File: src/rtl/core/pfi_pkg.sv
// Package of shared types, constants and helpers for the palette fade interpolator.
`default_nettype none

package pfi_pkg;

	// Default palette depth and the fixed widths of the color path.
	localparam int PALETTE_ENTRIES_DEF = 256;
	localparam int CH_W                = 8;
	localparam int NUM_CH              = 3;
	localparam int FADE_W              = 6;
	localparam int IDX_W               = 8;

	// The divider produces one quotient bit per cycle over a 16-bit dividend.
	localparam int DIV_BITS = 16;
	localparam int DCNT_W   = $clog2(DIV_BITS);

	// Depth of the queue between front and back.
	localparam int QUEUE_DEPTH = 2;

	// Configuration register indexes.
	localparam int CFG_IDX_W = 3;
	typedef enum logic [CFG_IDX_W-1:0] {
		CFG_FADE_MODE   = 3'd0,
		CFG_RANGE_FIRST = 3'd1,
		CFG_RANGE_LAST  = 3'd2,
		CFG_STEP_COUNT  = 3'd3,
		CFG_FADE_RED    = 3'd4,
		CFG_FADE_GREEN  = 3'd5,
		CFG_FADE_BLUE   = 3'd6
	} cfg_idx_t;

	// Input item kinds.
	localparam logic KIND_LOAD    = 1'b0;
	localparam logic KIND_COMPUTE = 1'b1;

	// Fade mode codes.
	localparam logic MODE_FIXED    = 1'b0;
	localparam logic MODE_PER_ITEM = 1'b1;

	// One color: lane 2 is red, lane 1 green, lane 0 blue.
	typedef logic [NUM_CH-1:0][CH_W-1:0] rgb_t;

	// Classified compute item handed from front to back. When blend is low,
	// src already holds the final color.
	typedef struct packed {
		logic [IDX_W-1:0] idx;
		logic             blend;
		rgb_t             src;
		rgb_t             tgt;
		logic [CH_W-1:0]  step;
		logic [CH_W-1:0]  count;
	} item_t;

	// Queue status seen by both sides.
	typedef struct packed {
		logic full;
		logic empty;
	} q_status_t;

	// Scale a six-bit color by 255/63 with truncation: 4c + floor(c/21).
	function automatic logic [CH_W-1:0] scale6(input logic [FADE_W-1:0] c);
		logic [1:0] extra;
		extra = 2'(c >= 6'd21) + 2'(c >= 6'd42) + 2'(c >= 6'd63);
		return {c, 2'b00} + {6'd0, extra};
	endfunction

endpackage

`default_nettype wire

File: src/rtl/core/pfi_back.sv
// Back end: per-channel multiply, bit-serial signed divide, and output register.
`default_nettype none

module pfi_back
	import pfi_pkg::*;
(
	input  wire logic              clk,
	input  wire logic              arst_n,
	// Queue pop side
	output logic                   pop,
	input  wire item_t             head,
	input  wire q_status_t         q_status,
	// Output channel
	output logic                   out_valid,
	input  wire logic              out_stall,
	output logic [IDX_W-1:0]       out_index,
	output logic [CH_W-1:0]        out_red,
	output logic [CH_W-1:0]        out_green,
	output logic [CH_W-1:0]        out_blue
);

	typedef enum logic [1:0] {
		ST_IDLE,
		ST_MUL,
		ST_DIV,
		ST_FIN
	} state_t;

	state_t              state_q;
	logic [DCNT_W-1:0]   cnt_q;
	logic [IDX_W-1:0]    idx_q;
	rgb_t                src_q;
	rgb_t                tgt_q;
	logic [CH_W-1:0]     step_q;
	logic [CH_W-1:0]     count_q;
	logic [NUM_CH-1:0]   neg_q;
	logic [NUM_CH-1:0][DIV_BITS-1:0] dvd_q;
	logic [NUM_CH-1:0][CH_W-1:0]     rem_q;

	logic             out_valid_q;
	logic             out_free;
	logic             out_load;
	logic [IDX_W-1:0] out_index_q;
	rgb_t             out_color_q;

	logic [NUM_CH-1:0]               neg_d;
	logic [NUM_CH-1:0][DIV_BITS-1:0] mag_d;
	logic [NUM_CH-1:0][DIV_BITS-1:0] dvd_d;
	logic [NUM_CH-1:0][CH_W-1:0]     rem_d;
	rgb_t                            res_d;

	assign out_free  = !out_valid_q || !out_stall;
	assign pop       = (state_q == ST_IDLE) && !q_status.empty && (head.blend || out_free);
	assign out_load  = (pop && !head.blend) || ((state_q == ST_FIN) && out_free);
	assign out_valid = out_valid_q;
	assign out_index = out_index_q;
	assign out_red   = out_color_q[2];
	assign out_green = out_color_q[1];
	assign out_blue  = out_color_q[0];

	// Per-lane signed product of difference and step, split into sign and magnitude.
	always_comb begin
		for (int l = 0; l < NUM_CH; l++) begin
			logic signed [CH_W:0]     delta;
			logic signed [2*CH_W+1:0] prod;
			delta    = $signed({1'b0, tgt_q[l]}) - $signed({1'b0, src_q[l]});
			prod     = delta * $signed({1'b0, step_q});
			neg_d[l] = prod < 0;
			mag_d[l] = neg_d[l] ? DIV_BITS'(-prod) : DIV_BITS'(prod);
		end
	end

	// One restoring divide step per lane.
	always_comb begin
		for (int l = 0; l < NUM_CH; l++) begin
			logic [CH_W:0] trial;
			trial = {rem_q[l], dvd_q[l][DIV_BITS-1]};
			if (trial >= {1'b0, count_q}) begin
				rem_d[l] = CH_W'(trial - {1'b0, count_q});
				dvd_d[l] = {dvd_q[l][DIV_BITS-2:0], 1'b1};
			end else begin
				rem_d[l] = trial[CH_W-1:0];
				dvd_d[l] = {dvd_q[l][DIV_BITS-2:0], 1'b0};
			end
		end
	end

	// Apply the quotient sign and add the source; wraps to eight bits.
	always_comb begin
		for (int l = 0; l < NUM_CH; l++) begin
			logic [CH_W-1:0] q8;
			q8       = dvd_q[l][CH_W-1:0];
			res_d[l] = src_q[l] + (neg_q[l] ? (~q8 + 1'b1) : q8);
		end
	end

	// Sequencer and output register.
	always_ff @(posedge clk or negedge arst_n) begin
		if (!arst_n) begin
			state_q     <= ST_IDLE;
			cnt_q       <= '0;
			out_valid_q <= 1'b0;
			out_index_q <= '0;
			out_color_q <= '0;
		end else begin
			if (out_load) begin
				out_valid_q <= 1'b1;
			end else if (!out_stall) begin
				out_valid_q <= 1'b0;
			end
			case (state_q)
				ST_IDLE: begin
					if (pop) begin
						if (head.blend) begin
							state_q <= ST_MUL;
						end else begin
							out_index_q <= head.idx;
							out_color_q <= head.src;
						end
					end
				end
				ST_MUL: begin
					cnt_q   <= DCNT_W'(DIV_BITS - 1);
					state_q <= ST_DIV;
				end
				ST_DIV: begin
					cnt_q <= cnt_q - 1'b1;
					if (cnt_q == '0) begin
						state_q <= ST_FIN;
					end
				end
				ST_FIN: begin
					if (out_free) begin
						out_index_q <= idx_q;
						out_color_q <= res_d;
						state_q     <= ST_IDLE;
					end
				end
				default: state_q <= ST_IDLE;
			endcase
		end
	end

	// Working registers of the datapath.
	always_ff @(posedge clk) begin
		case (state_q)
			ST_IDLE: begin
				if (pop) begin
					idx_q   <= head.idx;
					src_q   <= head.src;
					tgt_q   <= head.tgt;
					step_q  <= head.step;
					count_q <= head.count;
				end
			end
			ST_MUL: begin
				neg_q <= neg_d;
				dvd_q <= mag_d;
				rem_q <= '0;
			end
			ST_DIV: begin
				dvd_q <= dvd_d;
				rem_q <= rem_d;
			end
			default: ;
		endcase
	end

endmodule

`default_nettype wire

File: config.mk
export PLATFORM = sky130hd
export DESIGN_NAME = pfi_back
export DESIGN_NICKNAME = d
export VERILOG_FILES = /design/src/rtl/core/pfi_pkg.sv /design/src/rtl/core/pfi_back.sv
export SDC_FILE = /design/constraint.sdc
export NUM_CORES = 1
export LEC_CHECK = 0
export ABC_CLOCK_PERIOD_IN_PS = 18050
export BUFFER_PORTS_ARGS = -buffer_cell sky130_fd_sc_hd__buf_4
export CORE_MARGIN = 5
export CORE_UTILIZATION = 45
export DETAILED_ROUTE_END_ITERATION = 16
export PLACE_DENSITY_LB_ADDON = 0.3
export SYNTH_ARGS = -nofsm -noshare
export SYNTH_HDL_FRONTEND = slang
export SYNTH_SLANG_ARGS = --single-unit
File: constraint.sdc
create_clock -name clk -period 18.05 [get_ports clk]
set_clock_uncertainty 0.05 [all_clocks]
set_input_delay 1.805 -clock clk [delete_from_list [all_inputs] [get_ports clk]]
set_output_delay 1.805 -clock clk [all_outputs]
set_load 0.01 [all_outputs]
==> flow_metrics.env <==
export IMPL_syn2layout_area_growth_pct=9.98
export IMPL_ys_seq_elements=186
export IMPL_cts_setup_buffers=0
export IMPL_timing_rr_end="dvd_q[19]"
export IMPL_path_class="reg -> reg"
export IMPL_syn_inst=2160
export IMPL_avgSynthCellArea_um2=9.51
export IMPL_h_tree_depth=4
export IMPL_fin_cells=2851
export IMPL_ys_seq_area_share_pct=26.2
export IMPL_holdPathStages=2
export IMPL_grt_overflow_total=0
export IMPL_antenna_left=0
export IMPL_crit_end="dvd_q[19]"
export IMPL_worst_slew_pin_slew_ps=1180
export IMPL_outcome="completed"
export IMPL_clk_latency_ps=500
export IMPL_dp_cells=2819
export IMPL_period_needed_ps=8080
export IMPL_cts_resized=0
export IMPL_worst_path_max_fanout=14
export IMPL_grt_pass1_vias=15129
export IMPL_die_h_um=224
export IMPL_cp_data_arrival_time_ps=8390
export IMPL_grt_max_degree=82
export IMPL_max_freq_ghz=0.124
export IMPL_die_x_um=224
export IMPL_hp_class="reg -> reg"
export IMPL_synth_top_area_share_pct=21.5
export IMPL_core_area_um2=45300
export IMPL_drive_gt1_share_pct=9.60
export IMPL_synthesis_area_um2=20500
export IMPL_fin_setup_tns_ps=0
export IMPL_start_util_pct=45.4
export IMPL_io_buffers=110
export IMPL_synth_ff_type="edfxtp_1"
export IMPL_antenna_found_initial=1
export IMPL_syn_num_nets=2619
export IMPL_io_pins=112
export IMPL_synth_warnings=0
export IMPL_crit_buf_inv=4
export IMPL_clk_path_buf_depth=2
export IMPL_cts_tree="built"
export IMPL_drt_iter0_markers=640
export IMPL_rows=78
export IMPL_synth_top_area_cell="edfxtp_1"
export IMPL_ctsRootBufferMaster="clkbuf_16"
export IMPL_async_reset_ff_share_pct=21.0
export IMPL_nNetsFinal=2697
export IMPL_clkSlewWorstSetupHoldPaths_ps=80
export IMPL_utilization_pct=49.9
export IMPL_max_slew_margin_pct=20.5
export IMPL_wire_per_inst_um=15.6
export IMPL_finalCritPeriodShare_pct=44.8
export IMPL_finalMaxSlewViolations=0
export IMPL_critPathSlowestCell="o21ai_1"
export IMPL_gp_congestion=0.846
export IMPL_cts_buffers=17
export IMPL_required_ps=18360
export IMPL_dp_hpwl_mm=34.3
export IMPL_setup_viol=0
export IMPL_post_place_ws_ps=10100
export IMPL_grt_total_usage_pct=18.3
export IMPL_yosysUniqueCellTypes=72
export IMPL_n_antenna_cell=0
export IMPL_worst_setup_path_end_kind="flop"
export IMPL_grt_pass1_wl_mm=74.8
export IMPL_startpoint="src_q[9]"
export IMPL_num_vias=14766
export IMPL_vias_per_cell=5.18
export IMPL_cts_sink_count=186
export IMPL_rsz0062_at_grt="no"
export IMPL_cts_hold_buffers=0
export IMPL_drc_errors=0
export IMPL_cp_top_family="compound AO/OA/AOI/OAI gates"
export IMPL_dieArea_um2=50000
export IMPL_synth_edf_count=147
export IMPL_finalWorstSetupSlack_ps=9970
export IMPL_critPathMaxStageDelay_ps=920
export IMPL_cp_num_cells=26
export IMPL_drt_pass1_iterations=5
export IMPL_routed_wl_mm=44.5
export IMPL_worst_r2r_cell_count=26
export IMPL_final_hold_viol_count=0
export IMPL_synth_area_leaders="edfxtp_1 21%, fa_1 18%, ha_1 12%"
export IMPL_r2r_slack_ps=9970
export IMPL_cap_violations=0
export IMPL_r2r_start="src_q[9]"
export IMPL_crit_path_start_kind="flop"
-- through the flow --
stage | area (um^2) | hold WS (ps)
2_1_floorplan | 20500 | 450
3_3_place_gp | 22000 | 414
3_5_place_dp | 22000 | 424
4_1_cts | 22600 | 441
5_1_grt | 22600 | 461
6_report | 22600 | 435
-- cells by family after synthesis --
group	Yosys count	synth area share (%)
AND/OR/NAND/NOR	586	14.4
buffers and inverters	435	8.01
adder cells (fa/ha/maj)	381	30.0
AO/OA/AOI/OAI	333	10.3
flip-flops	186	26.2
XOR/XNOR	139	5.93
multiplexers	100	5.09
-- cell usage in the layout (no fill, tap or decap), drive strengths merged, types with 6 or more instances in the layout --
cell type	synthesis	routed
xnor2	102	102
a21o	31	31
nand4	11	11
fa	186	186
nor4	6	6
xor2	37	37
o21a	6	6
ha	195	195
and2	74	74
o21ai	132	132
nor2	86	86
a211oi	12	12
a31oi	10	10
dfrtp	39	39
nor3	18	18
a21boi	13	13
nor3b	9	9
mux2i	65	65
or2	6	6
nor2b	68	68
mux2	35	35
nand2	211	211
o31ai	8	8
nand3	13	13
a21oi	72	72
buf	8	122
inv	372	378
clkbuf	55	17
or3	10	10
o21bai	12	12
nand2b	60	60
edfxtp	147	147
-- worst min-delay path: stages (launching register included) --
cell and delay, ps:
dfrtp_1 350, nand2_1 50, o21ai_0 60
-- cell type report --
cell class / instances / area (um^2)
fill: 4265 / 22700
clock buffer: 17 / 425
inverter: 372 / 1400
timing repair buffer: 122 / 916
tap: 600 / 751
clock inverter: 15 / 163
multi-input combinational: 1539 / 13600
sequential: 186 / 5390
-- cell usage after synthesis (6+ instances only) --
| master | n |
|---|---|
| a211oi_1 | 10 |
| a21boi_0 | 10 |
| a21o_1 | 31 |
| a21oi_1 | 67 |
| a31oi_1 | 10 |
| and2_1 | 74 |
| clkbuf_1 | 55 |
| dfrtp_1 | 39 |
| edfxtp_1 | 147 |
| fa_1 | 186 |
| ha_1 | 195 |
| inv_1 | 372 |
| mux2_2 | 35 |
| mux2i_1 | 65 |
| nand2_1 | 211 |
| nand2b_1 | 60 |
| nand3_1 | 13 |
| nand4_1 | 11 |
| nor2_1 | 86 |
| nor2b_1 | 68 |
| nor3_1 | 18 |
| nor3b_1 | 9 |
| o21a_1 | 6 |
| o21ai_0 | 122 |
| o21ai_1 | 10 |
| o21bai_1 | 12 |
| o31ai_1 | 8 |
| or3_1 | 10 |
| xnor2_1 | 102 |
| xor2_1 | 37 |
-- registers in the layout, indices dropped and copies added (netlist names) --
register   count
src_q         24
out_blue       8
out_green      8
out_index      8
out_valid      1
rem_q         24
tgt_q         24
out_red        8
neg_q          3
idx_q          8
step_q         8
cnt_q          4
count_q        8
dvd_q         48
state_q        2
-- worst min path at each step --
stage                 startpoint            to  slack [ps]
floorplan               dvd_q[9]     dvd_q[10]         450
global placement    out_index[2]  out_index[2]         410
detailed placement  out_index[2]  out_index[2]         420
CTS                 out_index[2]  out_index[2]         440
global route         out_blue[6]   out_blue[6]         460
finish              out_index[2]  out_index[2]         440
-- per-layer routing --
| layer | GRT usage [%] | vias to the layer above | routed length [um] |
|---|---|---|---|
| met3 | 3.67 | 45 | 1880 |
| met1 | 25.2 | 7241 | 21200 |
| met2 | 29.5 | 246 | 20600 |
| met4 | 5.42 | 0 | 850 |
| li1 | - | 7234 | - |
| met5 | 0 | - | 0 |
Power is not shown: default switching activity piles up to over one toggle a cycle in this logic, so the estimate is an artifact.
