<file path="src/rtl/core/pfi_pkg.sv">
// Package of shared types, constants and helpers for the palette fade interpolator.
`default_nettype none

package pfi_pkg;

	// Default palette depth and the fixed widths of the color path.
	localparam int PALETTE_ENTRIES_DEF = 256;
	localparam int CH_W                = 8;
	localparam int NUM_CH              = 3;
	localparam int FADE_W              = 6;
	localparam int IDX_W               = 8;

	// The divider produces one quotient bit per cycle over a 16-bit dividend.
	localparam int DIV_BITS = 16;
	localparam int DCNT_W   = $clog2(DIV_BITS);

	// Depth of the queue between front and back.
	localparam int QUEUE_DEPTH = 2;

	// Configuration register indexes.
	localparam int CFG_IDX_W = 3;
	typedef enum logic [CFG_IDX_W-1:0] {
		CFG_FADE_MODE   = 3'd0,
		CFG_RANGE_FIRST = 3'd1,
		CFG_RANGE_LAST  = 3'd2,
		CFG_STEP_COUNT  = 3'd3,
		CFG_FADE_RED    = 3'd4,
		CFG_FADE_GREEN  = 3'd5,
		CFG_FADE_BLUE   = 3'd6
	} cfg_idx_t;

	// Input item kinds.
	localparam logic KIND_LOAD    = 1'b0;
	localparam logic KIND_COMPUTE = 1'b1;

	// Fade mode codes.
	localparam logic MODE_FIXED    = 1'b0;
	localparam logic MODE_PER_ITEM = 1'b1;

	// One color: lane 2 is red, lane 1 green, lane 0 blue.
	typedef logic [NUM_CH-1:0][CH_W-1:0] rgb_t;

	// Classified compute item handed from front to back. When blend is low,
	// src already holds the final color.
	typedef struct packed {
		logic [IDX_W-1:0] idx;
		logic             blend;
		rgb_t             src;
		rgb_t             tgt;
		logic [CH_W-1:0]  step;
		logic [CH_W-1:0]  count;
	} item_t;

	// Queue status seen by both sides.
	typedef struct packed {
		logic full;
		logic empty;
	} q_status_t;

	// Scale a six-bit color by 255/63 with truncation: 4c + floor(c/21).
	function automatic logic [CH_W-1:0] scale6(input logic [FADE_W-1:0] c);
		logic [1:0] extra;
		extra = 2'(c >= 6'd21) + 2'(c >= 6'd42) + 2'(c >= 6'd63);
		return {c, 2'b00} + {6'd0, extra};
	endfunction

endpackage

`default_nettype wire

</file>
<file path="src/rtl/core/pfi_queue.sv">
// Short queue of classified items between the front and the back.
`default_nettype none

module pfi_queue
	import pfi_pkg::*;
(
	input  wire logic  clk,
	input  wire logic  arst_n,
	input  wire logic  push,
	input  wire item_t push_item,
	input  wire logic  pop,
	output item_t      head,
	output q_status_t  status
);

	localparam int PTR_W = (QUEUE_DEPTH > 1) ? $clog2(QUEUE_DEPTH) : 1;
	localparam int CNT_W = $clog2(QUEUE_DEPTH + 1);

	item_t            slots_q [QUEUE_DEPTH];
	logic [PTR_W-1:0] wr_ptr_q;
	logic [PTR_W-1:0] rd_ptr_q;
	logic [CNT_W-1:0] count_q;

	assign status.full  = count_q == CNT_W'(QUEUE_DEPTH);
	assign status.empty = count_q == '0;
	assign head         = slots_q[rd_ptr_q];

	// Storage for queued items.
	always_ff @(posedge clk) begin
		if (push) begin
			slots_q[wr_ptr_q] <= push_item;
		end
	end

	// Pointers and fill count.
	always_ff @(posedge clk or negedge arst_n) begin
		if (!arst_n) begin
			wr_ptr_q <= '0;
			rd_ptr_q <= '0;
			count_q  <= '0;
		end else begin
			if (push) begin
				wr_ptr_q <= (wr_ptr_q == PTR_W'(QUEUE_DEPTH - 1)) ? '0 : wr_ptr_q + 1'b1;
			end
			if (pop) begin
				rd_ptr_q <= (rd_ptr_q == PTR_W'(QUEUE_DEPTH - 1)) ? '0 : rd_ptr_q + 1'b1;
			end
			if (push && !pop) begin
				count_q <= count_q + 1'b1;
			end else if (pop && !push) begin
				count_q <= count_q - 1'b1;
			end
		end
	end

	// The front never pushes into a full queue.
	a_no_overflow: assert property (@(posedge clk) disable iff (!arst_n)
		!(push && status.full))
		else $error("queue push while full");

	// The back never pops an empty queue.
	a_no_underflow: assert property (@(posedge clk) disable iff (!arst_n)
		!(pop && status.empty))
		else $error("queue pop while empty");

	// Fill count tracks the pointers.
	a_count_bound: assert property (@(posedge clk) disable iff (!arst_n)
		(count_q <= CNT_W'(QUEUE_DEPTH)) &&
		((count_q == '0 || count_q == CNT_W'(QUEUE_DEPTH)) == (wr_ptr_q == rd_ptr_q)))
		else $error("queue fill count disagrees with pointers");

endmodule

`default_nettype wire

</file>
<file path="config.mk">
export PLATFORM = sky130hd
export DESIGN_NAME = pfi_queue
export DESIGN_NICKNAME = d
export VERILOG_FILES = /design/src/rtl/core/pfi_pkg.sv /design/src/rtl/core/pfi_queue.sv
export SDC_FILE = /design/constraint.sdc
export NUM_CORES = 1
export LEC_CHECK = 0
export ABC_CLOCK_PERIOD_IN_PS = 4800
export BUFFER_PORTS_ARGS = -buffer_cell sky130_fd_sc_hd__buf_2
export CAP_MARGIN = 20
export CORE_MARGIN = 1.5
export CORE_UTILIZATION = 40
export DETAILED_ROUTE_END_ITERATION = 8
export PLACE_DENSITY = 0.68
export SLEW_MARGIN = 20
export SYNTH_ARGS = -nofsm -noshare
export SYNTH_HDL_FRONTEND = slang
export SYNTH_SLANG_ARGS = --single-unit
export TNS_END_PERCENT = 100
</file>
<file path="constraint.sdc">
create_clock -name clk -period 4.8 [get_ports clk]
set_input_delay 0.24 -clock clk [delete_from_list [all_inputs] [get_ports clk]]
set_output_delay 0.24 -clock clk [all_outputs]
set_load 0.02 [all_outputs]
</file>
==> results.txt, run 1 <==
R2R setup slack - 2.71 ns
Worst setup margin - 2.05 ns
Syn Area/Cell - 23.5 sq um
Setup_tns - 0 ns
CTS Buffer Depth - 2
DR vias/cell - 4.57
Register area share after synthesis - 78.6%
Worst skew pair latency - 0.41 ns
Final Cell Area - 0.00756 sq mm
Drt wl/cell - 15.9 microns
CTS tree - done
CP endpoint kind - output pin
Status - completed
Die area - 0.0150 sq mm
Total core area - 0.0139 sq mm
DR vias - 2886
Critical path buffers and inverters - 2
Total congestion overflow - 0
# DRC - 0
Initial antenna violation count - 1
Family with the most delay on the worst path - flip-flops
H-Tree Depth - 4
Final Util - 54.4%
Fin crit share - 57.3%
Critical path depth in cells - 3
Crit-path cells - buf_4 -> mux2_4 -> buf_2
Synth top area cells - edfxtp_1 77%, mux2_4 16%, mux2_2 2.6%
Worst slack at placement - 2.44 ns
# IOs - 152
Crit path to - head[11]
Vias in the first global route - 2953
Placed Area - 0.00664 sq mm
CP startpoint - rd_ptr_q$_DFFE_PN0P_
R2R cell count - 2
Number of synthesized flops with an enable pin - 146
WP data required - 4.56 ns
Class of the worst hold path - input pin to flop
TritonRoute pass-1 iters - 4
# Max-Cap Violations - 0
Detailed Place HPWL - 6.23 mm
Reg2Reg Capture Point - slots_q[0][3]$_DFFE_PP_
Relative slew slack - 32.6%
Die Wd - 122 microns
Synth top area share - 76.9%
Top-count cell post-synth - edfxtp_1
Synth unique cells - 13
CP max stage delay - 1.08 ns
RSZ-0062 raised after global routing - no
Async SR Flop Fraction - 2.67%
Number of CTS-inserted buffers - 17
Synth area leader - edfxtp_1
Starting DRC count in detailed routing - 180
Worst EP arrival - 2.51 ns
Crit path max-delay cell type - dfrtp_4
Standard-cell row count - 43
Nets - 517
Synth Net Count - 321
First-pass GRT wire length - 14.9 mm
CTS root buf - clkbuf_16
Syn Inst Count - 243
Pins Over Slew Limit - 0
CP max FO - 55
PortBufs - 151
Final setup viols - 0
Synth Register Bits - 150
Mapped Area - 0.00570 sq mm
Clock Skew - 0.00377 ns
Synth cell count leaders - 146 x edfxtp_1, 60 x mux2_4, 13 x mux2_2
Least-Margin Pin Slew - 1.01 ns
Synth Flop Type - edfxtp_1
Antenna Cells - 0
WL final - 10.0 mm
Overall Global Routing Usage - 13.6%
P_leak - 3.04 nW
Largest net degree at the start of global routing - 74
Yosys Warn Count - 0
Layout cells sized above 1 - 57.5%
Max Fclk - 364 MHz
Setup Crit Path Kind - flop to output pin
Type of origin of the critical path - flop
Final GP Congestion - 0.667
Routed Antenna Nets - 0
Peak VDD IR - 0.000393 V
Reg-to-Reg Start - wr_ptr_q$_DFFE_PN0P_
Area growth syn-to-layout - 32.5%
Initial core utilization - 41.1%
Clock-pin slew on the worst setup and hold paths - 0.06 ns
Hold Vio Cnt, Final - 0
Die height - 122 microns
Pwr per Cell Area - 618 mW/mm^2
Crit path time final - 2.75 ns
Clk sinks - 150
==> final cells by class <==
cell class / instances / area [sq um]
Clock buffer: 18 / 429
Clock inverter: 14 / 183
Fill cell: 1107 / 6320
Inverter: 1 / 3.75
Multi-Input combinational cell: 84 / 1140
Sequential cell: 150 / 4490
Tap cell: 180 / 225
Timing Repair Buffer: 185 / 1090
==> cell families (layout without fill, tap and decap cells) <==
logic type                 Yosys count  in the layout  synth area share [%]
xor gates and xnor gates             5              5                 0.768
muxes                               73             73                  18.4
DFF                                150            150                  78.6
adders and majority gates            1              1                 0.219
and+or+nand+nor                      5              5                 0.461
buffers and inverters                9            218                  1.54
==> metrics by stage <==
step | hold slack, ns | cells | power [mW]
3_5_place_dp | 0.0541 | 569 | 3.35
3_3_place_gp | 0.0501 | 569 | 3.32
2_1_floorplan | -0.0556 | 243 | 2.98
6_report | 0.0208 | 632 | 4.67
4_1_cts | 0.0000695 | 628 | 4.74
5_1_grt | 0.00000253 | 632 | 4.89
==> report_power, final <==
part	total, mW	switching (mW)	internal [mW]
logic	1.38	0.716	0.663
registers	1.93	0.188	1.74
clock network	1.36	0.498	0.865
total	4.67	1.40	3.27
==> cell usage in the layout, fill, tap and decap left out, drive strengths merged <==
master       netlist  final
nor2               2      2
dlygate4sd3        0     31
dfrtp              4      4
clkinvlp           0      4
clkbuf             0     18
bufinv             0      4
xor2               4      4
clkinv             0      5
inv                1      2
xnor2              1      1
edfxtp           146    146
ha                 1      1
and2               1      1
buf                8    154
mux2              73     73
nor2b              2      2
==> sequential cells by signal (all words and copies together), names as in the netlist <==
register / cells
count_q: 2
slots_q: 146
wr_ptr_q: 1
rd_ptr_q: 1
==> worst min path at each step <==
stage,from,end,slack (ns),cells past startpoint
CTS,push_item[55],slots_q[0][55]$_DFFE_PP_,0.00007,1
finish,push_item[69],slots_q[0][69]$_DFFE_PP_,0.02,1
floorplan,arst_n,count_q[0]$_DFFE_PN0P_,-0.06,0
detailed placement,arst_n,count_q[0]$_DFFE_PN0P_,0.05,1
global route,push_item[38],slots_q[0][38]$_DFFE_PP_,0.000003,1
global placement,arst_n,count_q[1]$_DFFE_PN0P_,0.05,1
==> layer usage <==
metal / vias to the layer above / global-route usage (%) / wire [microns]
li1: 1351 / - / -
met1: 1416 / 15.7 / 4090
met2: 103 / 22.6 / 5100
met3: 14 / 5.67 / 697
met4: 2 / 5.52 / 133
met5: - / 0 / 13
==> what timing repair did <==
| item | 4_1_cts | 5_1_grt |
|---|---|---|
| endpoints found under the setup margin | 0 | 0 |
| gates resized for setup | 0 | 0 |
| hold buffers | 27 | 4 |
| setup buffers | 0 | 0 |
| endpoints found under the hold margin | 55 | 8 |
(Power assumes the default switching activity.)
==> run 2: changes to the inputs <==
ABC_CLOCK_PERIOD_IN_PS = 2700   (was 4800)
clock period = 2.7 ns   (was 4.8 ns; I/O delays follow)
==> run 2 against run 1 <==
Net effect:
- global-route usage grew 0.65 points
- clock power grew 79%
- combinational power grew 93%
- non-clock buffer count grew 46
- largest power group unchanged
==> results.txt, run 2 (synthesis results as in run 1) <==
Placed Area - 0.00668 sq mm (+0.68%)
Worst setup margin - 0.549 ns (-1.50 ns)
First-pass GRT wire length - 15.7 mm (+5.6%)
Worst skew pair latency - 0.41 ns (about the same)
Clock Skew - 0.00676 ns (+0.00299 ns)
Clk sinks - 150 (unchanged)
Total congestion overflow - 0 (unchanged)
Starting DRC count in detailed routing - 155 (-14%)
Placed Cells - 570 (+0.18%)
Die Wd - 122 microns (unchanged)
Crit-path cells - buf_12 -> mux2_2 -> buf_2
Standard-cell row count - 43 (unchanged)
Area growth syn-to-layout - 41.2%
DR vias - 3064 (+6.2%)
WL final - 10.2 mm (+1.7%)
Post-CTS sizing - 0 (unchanged)
WP data required - 2.57 ns (-1.99 ns)
Hold Vio Cnt, Final - 0 (unchanged)
Die height - 122 microns (unchanged)
Worst slack at placement - 0.950 ns (-1.49 ns)
Crit path time final - 2.15 ns
Setup_tns - 0 ns (unchanged)
Reg with most FFs - slots_q
Most frequent cells in the layout - 151 x buf_2, 146 x edfxtp_1, 76 x dlygate4sd3_1
P_leak - 3.25 nW (+6.8%)
Fin cells - 675 (+6.8%)
Worst EP arrival - 2.02 ns (-0.49 ns)
Commonest non-fill, non-tap cell in the layout - buf_2
Setup Crit Path Kind - flop to output pin
CTS Buffer Depth - 2 (unchanged)
Family with the most delay on the worst path - flip-flops
DR vias/cell - 4.54 (-0.60%)
TritonRoute pass-1 iters - 4 (unchanged)
Antenna Cells - 0 (unchanged)
Crit path max-delay cell type - dfrtp_4
Max reg flops - 146 (unchanged)
CP endpoint kind - output pin
Clock-pin slew on the worst setup and hold paths - 0.06 ns (about the same)
CTS tree - done
Overall Global Routing Usage - 14.3% (+0.65 points)
Total core area - 0.0139 sq mm (unchanged)
Die area - 0.0150 sq mm (unchanged)
RSZ-0062 raised after global routing - no
Status - completed
Fin crit share - 79.7%
Peak VDD IR - 0.000515 V (+31%)
Largest net degree at the start of global routing - 74 (unchanged)
CP max FO - 39 (-29%)
Class of the worst hold path - input pin to asynchronous set/reset pin
# DRC - 0 (unchanged)
Routed Antenna Nets - 0 (unchanged)
CP max stage delay - 0.70 ns (-0.38 ns)
Final GP Congestion - 0.680 (+2.0%)
Number of CTS-inserted buffers - 17 (unchanged)
Final Cell Area - 0.00805 sq mm (+6.6%)
Pins Over Slew Limit - 0 (unchanged)
Relative slew slack - 62.7% (+30 points)
Max Fclk - 465 MHz
Initial antenna violation count - 0 (-1)
Pwr per Cell Area - 1050 mW/mm^2 (+69%)
Final setup viols - 0 (unchanged)
# Max-Cap Violations - 0 (unchanged)
Least-Margin Pin Slew - 0.559 ns (-0.452 ns)
# IOs - 152 (unchanged)
PortBufs - 151 (unchanged)
Layout cells sized above 1 - 51.9% (-5.6 points)
FILL cells - 1050 (-5.1%)
Critical path buffers and inverters - 2 (unchanged)
Largest registers - slots_q (146), count_q (2)
Drt wl/cell - 15.1 microns (-4.7%)
Nets - 563 (+8.9%)
CTS root buf - clkbuf_16
Vias in the first global route - 3300 (+12%)
Detailed Place HPWL - 6.22 mm (-0.18%)
Initial core utilization - 41.1% (unchanged)
Type of origin of the critical path - flop
H-Tree Depth - 4 (unchanged)
## run 2: cell types whose count changed in the layout (fill, tap and decap cells not counted)
cell / before / now
bufinv_16: 4 / 5
dlygate4sd3_1: 31 / 76
inv_6: 1 / 0
clkbuf_1: 1 / 0
clkinvlp_4: 4 / 2
clkinv_1: 1 / 3
buf_12: 0 / 3
clkinv_2: 4 / 2
buf_4: 3 / 1
## run 2: power by group
| group | total, mW | internal [mW] | switching, mW |
|---|---|---|---|
| Sequential | 3.31 | 3.10 | 0.214 |
| Combinational | 2.67 | 1.25 | 1.42 |
| Clock | 2.44 | 1.61 | 0.832 |
## run 2: per-layer routing
metal / up-vias / part of all wire [%] / track usage [%]
met5: - / 0 / 0
met1: 1506 / 41 / 16.1
li1: 1445 / - / -
met4: 0 / 1.2 / 5.23
met3: 9 / 5.9 / 5.81
met2: 104 / 52 / 24.4
## run 2: worst register-to-register path, cell delays in order (launching register included)
cell and delay (ns):
dfrtp_1 0.41, and2_4 0.53, buf_12 0.31
## run 2: timing repair
item,in CTS,in global routing
endpoints found under the hold margin,152,0
setup buffers,0,0
hold buffers,76,0
## run 2: final timing paths
kind                                              from                        to  slack (ns)  cells after the start
worst max-delay path              rd_ptr_q$_DFFE_PN0P_                  head[58]        0.55                      3
worst min-delay path                            arst_n    count_q[0]$_DFFE_PN0P_        0.07                      2
worst max register to register    wr_ptr_q$_DFFE_PN0P_  slots_q[1][32]$_DFFE_PP_        1.11                      2
worst min register to register  count_q[1]$_DFFE_PN0P_    count_q[1]$_DFFE_PN0P_        0.50                      1
max in group asynchronous                       arst_n      rd_ptr_q$_DFFE_PN0P_        2.49                      2
min in group clk                         push_item[47]  slots_q[1][47]$_DFFE_PP_        0.44                      2
## run 2: layout make-up
| type | count | area (sq um) | share of cell area [%] |
|---|---|---|---|
| clock buffers | 17 | 425 | 5.28 |
| inverters | 1 | 3.75 | 0.0466 |
| multi-input cells | 84 | 1140 | 14.2 |
| repair buffers | 231 | 1580 | 19.7 |
| flip-flops and latches | 150 | 4490 | 55.7 |
| well taps | 180 | 225 | 2.80 |
| clock inverters | 12 | 186 | 2.32 |
## run 2: metrics by stage
step | hold slack [ns] | power [mW] | util, %
detailed placement | -0.0489 | 6.00 | 48.1
global route | 0.0426 | 8.81 | 58.0
CTS | 0.0390 | 8.55 | 58.0
global placement | -0.0522 | 5.95 | 48.1
floorplan | -0.161 | 5.29 | -
finish | 0.0687 | 8.42 | 58.0
==> run 3: changes to the inputs <==
ABC_CLOCK_PERIOD_IN_PS = 1700   (was 2700)
PLACE_DENSITY = 0.71   (was 0.68)
clock period = 1.7 ns   (was 2.7 ns; I/O delays follow)
==> run 3 against run 2 <==
Net effect:
- the flow now finishes with violations (setup timing)
- via count increased by 2.2%
- non-clock buffer count up 9
- largest cell class unchanged
- final cell count grew 1.8%
==> results.txt, run 3 (synthesis results as in run 1) <==
# IOs - 152 (unchanged)
RSZ-0062 raised after global routing - yes
GRT busiest layer - met2
CP startpoint - rd_ptr_q$_DFFE_PN0P_
Largest net degree at the start of global routing - 74 (unchanged)
Starting DRC count in detailed routing - 146 (-5.8%)
Crit path time final - 1.79 ns
Least-Margin Pin Slew - 0.419 ns (-0.139 ns)
Initial antenna violation count - 1 (+1)
TritonRoute pass-1 iters - 4 (unchanged)
Total core area - 0.0139 sq mm (unchanged)
Type of origin of the critical path - flop
Fin cells - 687 (+1.8%)
Failing checks - setup timing
Family with the most delay on the worst path - flip-flops
DR vias - 3130 (+2.2%)
Critical path buffers and inverters - 3 (+1)
Clk sinks - 150 (unchanged)
CTS tree - done
Standard-cell row count - 43 (unchanged)
Worst EP arrival - 1.70 ns (-0.32 ns)
Pwr per Cell Area - 1740 mW/mm^2 (+66%)
PortBufs - 151 (unchanged)
Clock Skew - 0.00467 ns (-0.00209 ns)
CP endpoint kind - output pin
WL final - 11.2 mm (+9.4%)
GR Layer Usage met1 - 16.7% (+0.59 points)
Number of CTS-inserted buffers - 17 (unchanged)
R2R setup slack - 0.35 ns (-0.76 ns)
Die height - 122 microns (unchanged)
Worst setup margin - -0.0877 ns (-0.636 ns)
Class of the worst hold path - input pin to asynchronous set/reset pin
Detailed Place HPWL - 6.21 mm (-0.25%)
Layout cells sized above 1 - 52.6% (+0.65 points)
Initial core utilization - 41.1% (unchanged)
Max Fclk - 559 MHz
Final setup viols - 55 (+55)
Setup Crit Path Kind - flop to output pin
Worst slack at placement - 0.271 ns (-0.679 ns)
Relative slew slack - 72.0% (+9.3 points)
Area growth syn-to-layout - 49.9%
Crit-path cells - buf_12 -> clkbuf_16 -> mux2_4 -> buf_6
Nets - 572 (+1.6%)
Most frequent cells in the layout - 146 x edfxtp_1, 113 x buf_2, 76 x dlygate4sd3_1
Worst skew pair latency - 0.41 ns (about the same)
Final Util - 61.6% (+3.5 points)
Routed Antenna Nets - 0 (unchanged)
Peak VDD IR - 0.00109 V (+110%)
Hold Vio Cnt, Final - 0 (unchanged)
Largest registers - slots_q (146), count_q (2)
Setup_tns - -2.32 ns (-2.32 ns)
Final GP Congestion - 0.651 (-4.2%)
CP max stage delay - 0.54 ns (-0.16 ns)
Die area - 0.0150 sq mm (unchanged)
DR vias/cell - 4.56 (+0.37%)
Drt wl/cell - 16.2 microns (+7.4%)
GRT met2 Usage - 27.1% (+2.7 points)
Total congestion overflow - 0 (unchanged)
Placed Cells - 572 (+0.35%)
Vias in the first global route - 3474 (+5.3%)
FILL cells - 983 (-6.4%)
Status - complete, but fails checks
Overall Global Routing Usage - 15.3% (+1.0 points)
GRT met3 Usage - 4.93% (-0.88 points)
First-pass GRT wire length - 16.7 mm (+6.5%)
CTS root buf - clkbuf_16
# Max-Cap Violations - 0 (unchanged)
Max reg flops - 146 (unchanged)
R2R cell count - 2 (unchanged)
Crit path to - head[2]
Reg with most FFs - slots_q
Crit path max-delay cell type - dfrtp_4
Fin crit share - 105%
Reg2Reg Capture Point - slots_q[1][55]$_DFFE_PP_
H-Tree Depth - 4 (unchanged)
Critical path depth in cells - 4 (+1)
P_leak - 3.46 nW (+6.4%)
Pins Over Slew Limit - 0 (unchanged)
CP max FO - 4 (-90%)
WP data required - 1.62 ns (-0.95 ns)
CTS Buffer Depth - 2 (unchanged)
# DRC - 0 (unchanged)
Clock-pin slew on the worst setup and hold paths - 0.06 ns (about the same)
Reg-to-Reg Start - wr_ptr_q$_DFFE_PN0P_
Power Total - 14.8 mW (+76%)
Die Wd - 122 microns (unchanged)
Commonest non-fill, non-tap cell in the layout - edfxtp_1
==> run 3: how the worst min path moves through the flow <==
stage | end | depth (start not counted) | from
5_1_grt | count_q[0]$_DFFE_PN0P_ | 2 | arst_n
3_3_place_gp | count_q[1]$_DFFE_PN0P_ | 1 | arst_n
6_report | count_q[1]$_DFFE_PN0P_ | 2 | arst_n
2_1_floorplan | count_q[0]$_DFFE_PN0P_ | 0 | arst_n
3_5_place_dp | count_q[1]$_DFFE_PN0P_ | 1 | arst_n
4_1_cts | wr_ptr_q$_DFFE_PN0P_ | 2 | arst_n
==> run 3: stage by stage <==
stage	instance area [sq um]	hold slack, ns
after floorplan	5710	-0.211
after global placement	6720	-0.0924
after detailed placement	6720	-0.0882
after CTS	8480	0.00606
after global routing	8540	0.0196
final	8540	0.0221
==> run 3: power breakdown <==
group,internal [mW],switching (mW)
clock,2.87,1.34
combinational,2.86,2.60
sequential,4.92,0.242
total,10.6,4.18
==> run 3: area by class of cell <==
type                       instances  area (sq um)  area share, %
sequential                       150          4490           52.5
timing repair buffer             240          2020           23.6
multi-input combinational         84          1140           13.4
clock buffer                      19           433           5.07
clock inverter                    12           231           2.71
tap                              180           225           2.64
inverter                           1          3.75         0.0439
antenna                            1          2.50         0.0293
==> run 3: timing repair <==
action | in CTS | in global routing
endpoints found under the setup margin | 67 | 70
hold buffers | 76 | 0
setup buffers | 5 | 0
gates resized for setup | 60 | 22
gates cloned | 2 | 1
hold endpoints to repair | 152 | 0
==> run 3: metal layers <==
metal  up-vias  part of all wire, %  wire length [microns]
li1       1464                    -                      -
met1      1537                   39                   4360
met2       112                   53                   5970
met3        17                  5.9                    653
met4         0                  1.7                    185
met5         -                    0                      0
==> run 3: worst reg2reg max path: cells and delay by family, from the launching register on <==
family | cells | cell delay (ns)
AND/OR/NAND/NOR | 1 | 0.18
buffers and inverters | 1 | 0.34
flip-flops | 1 | 0.42
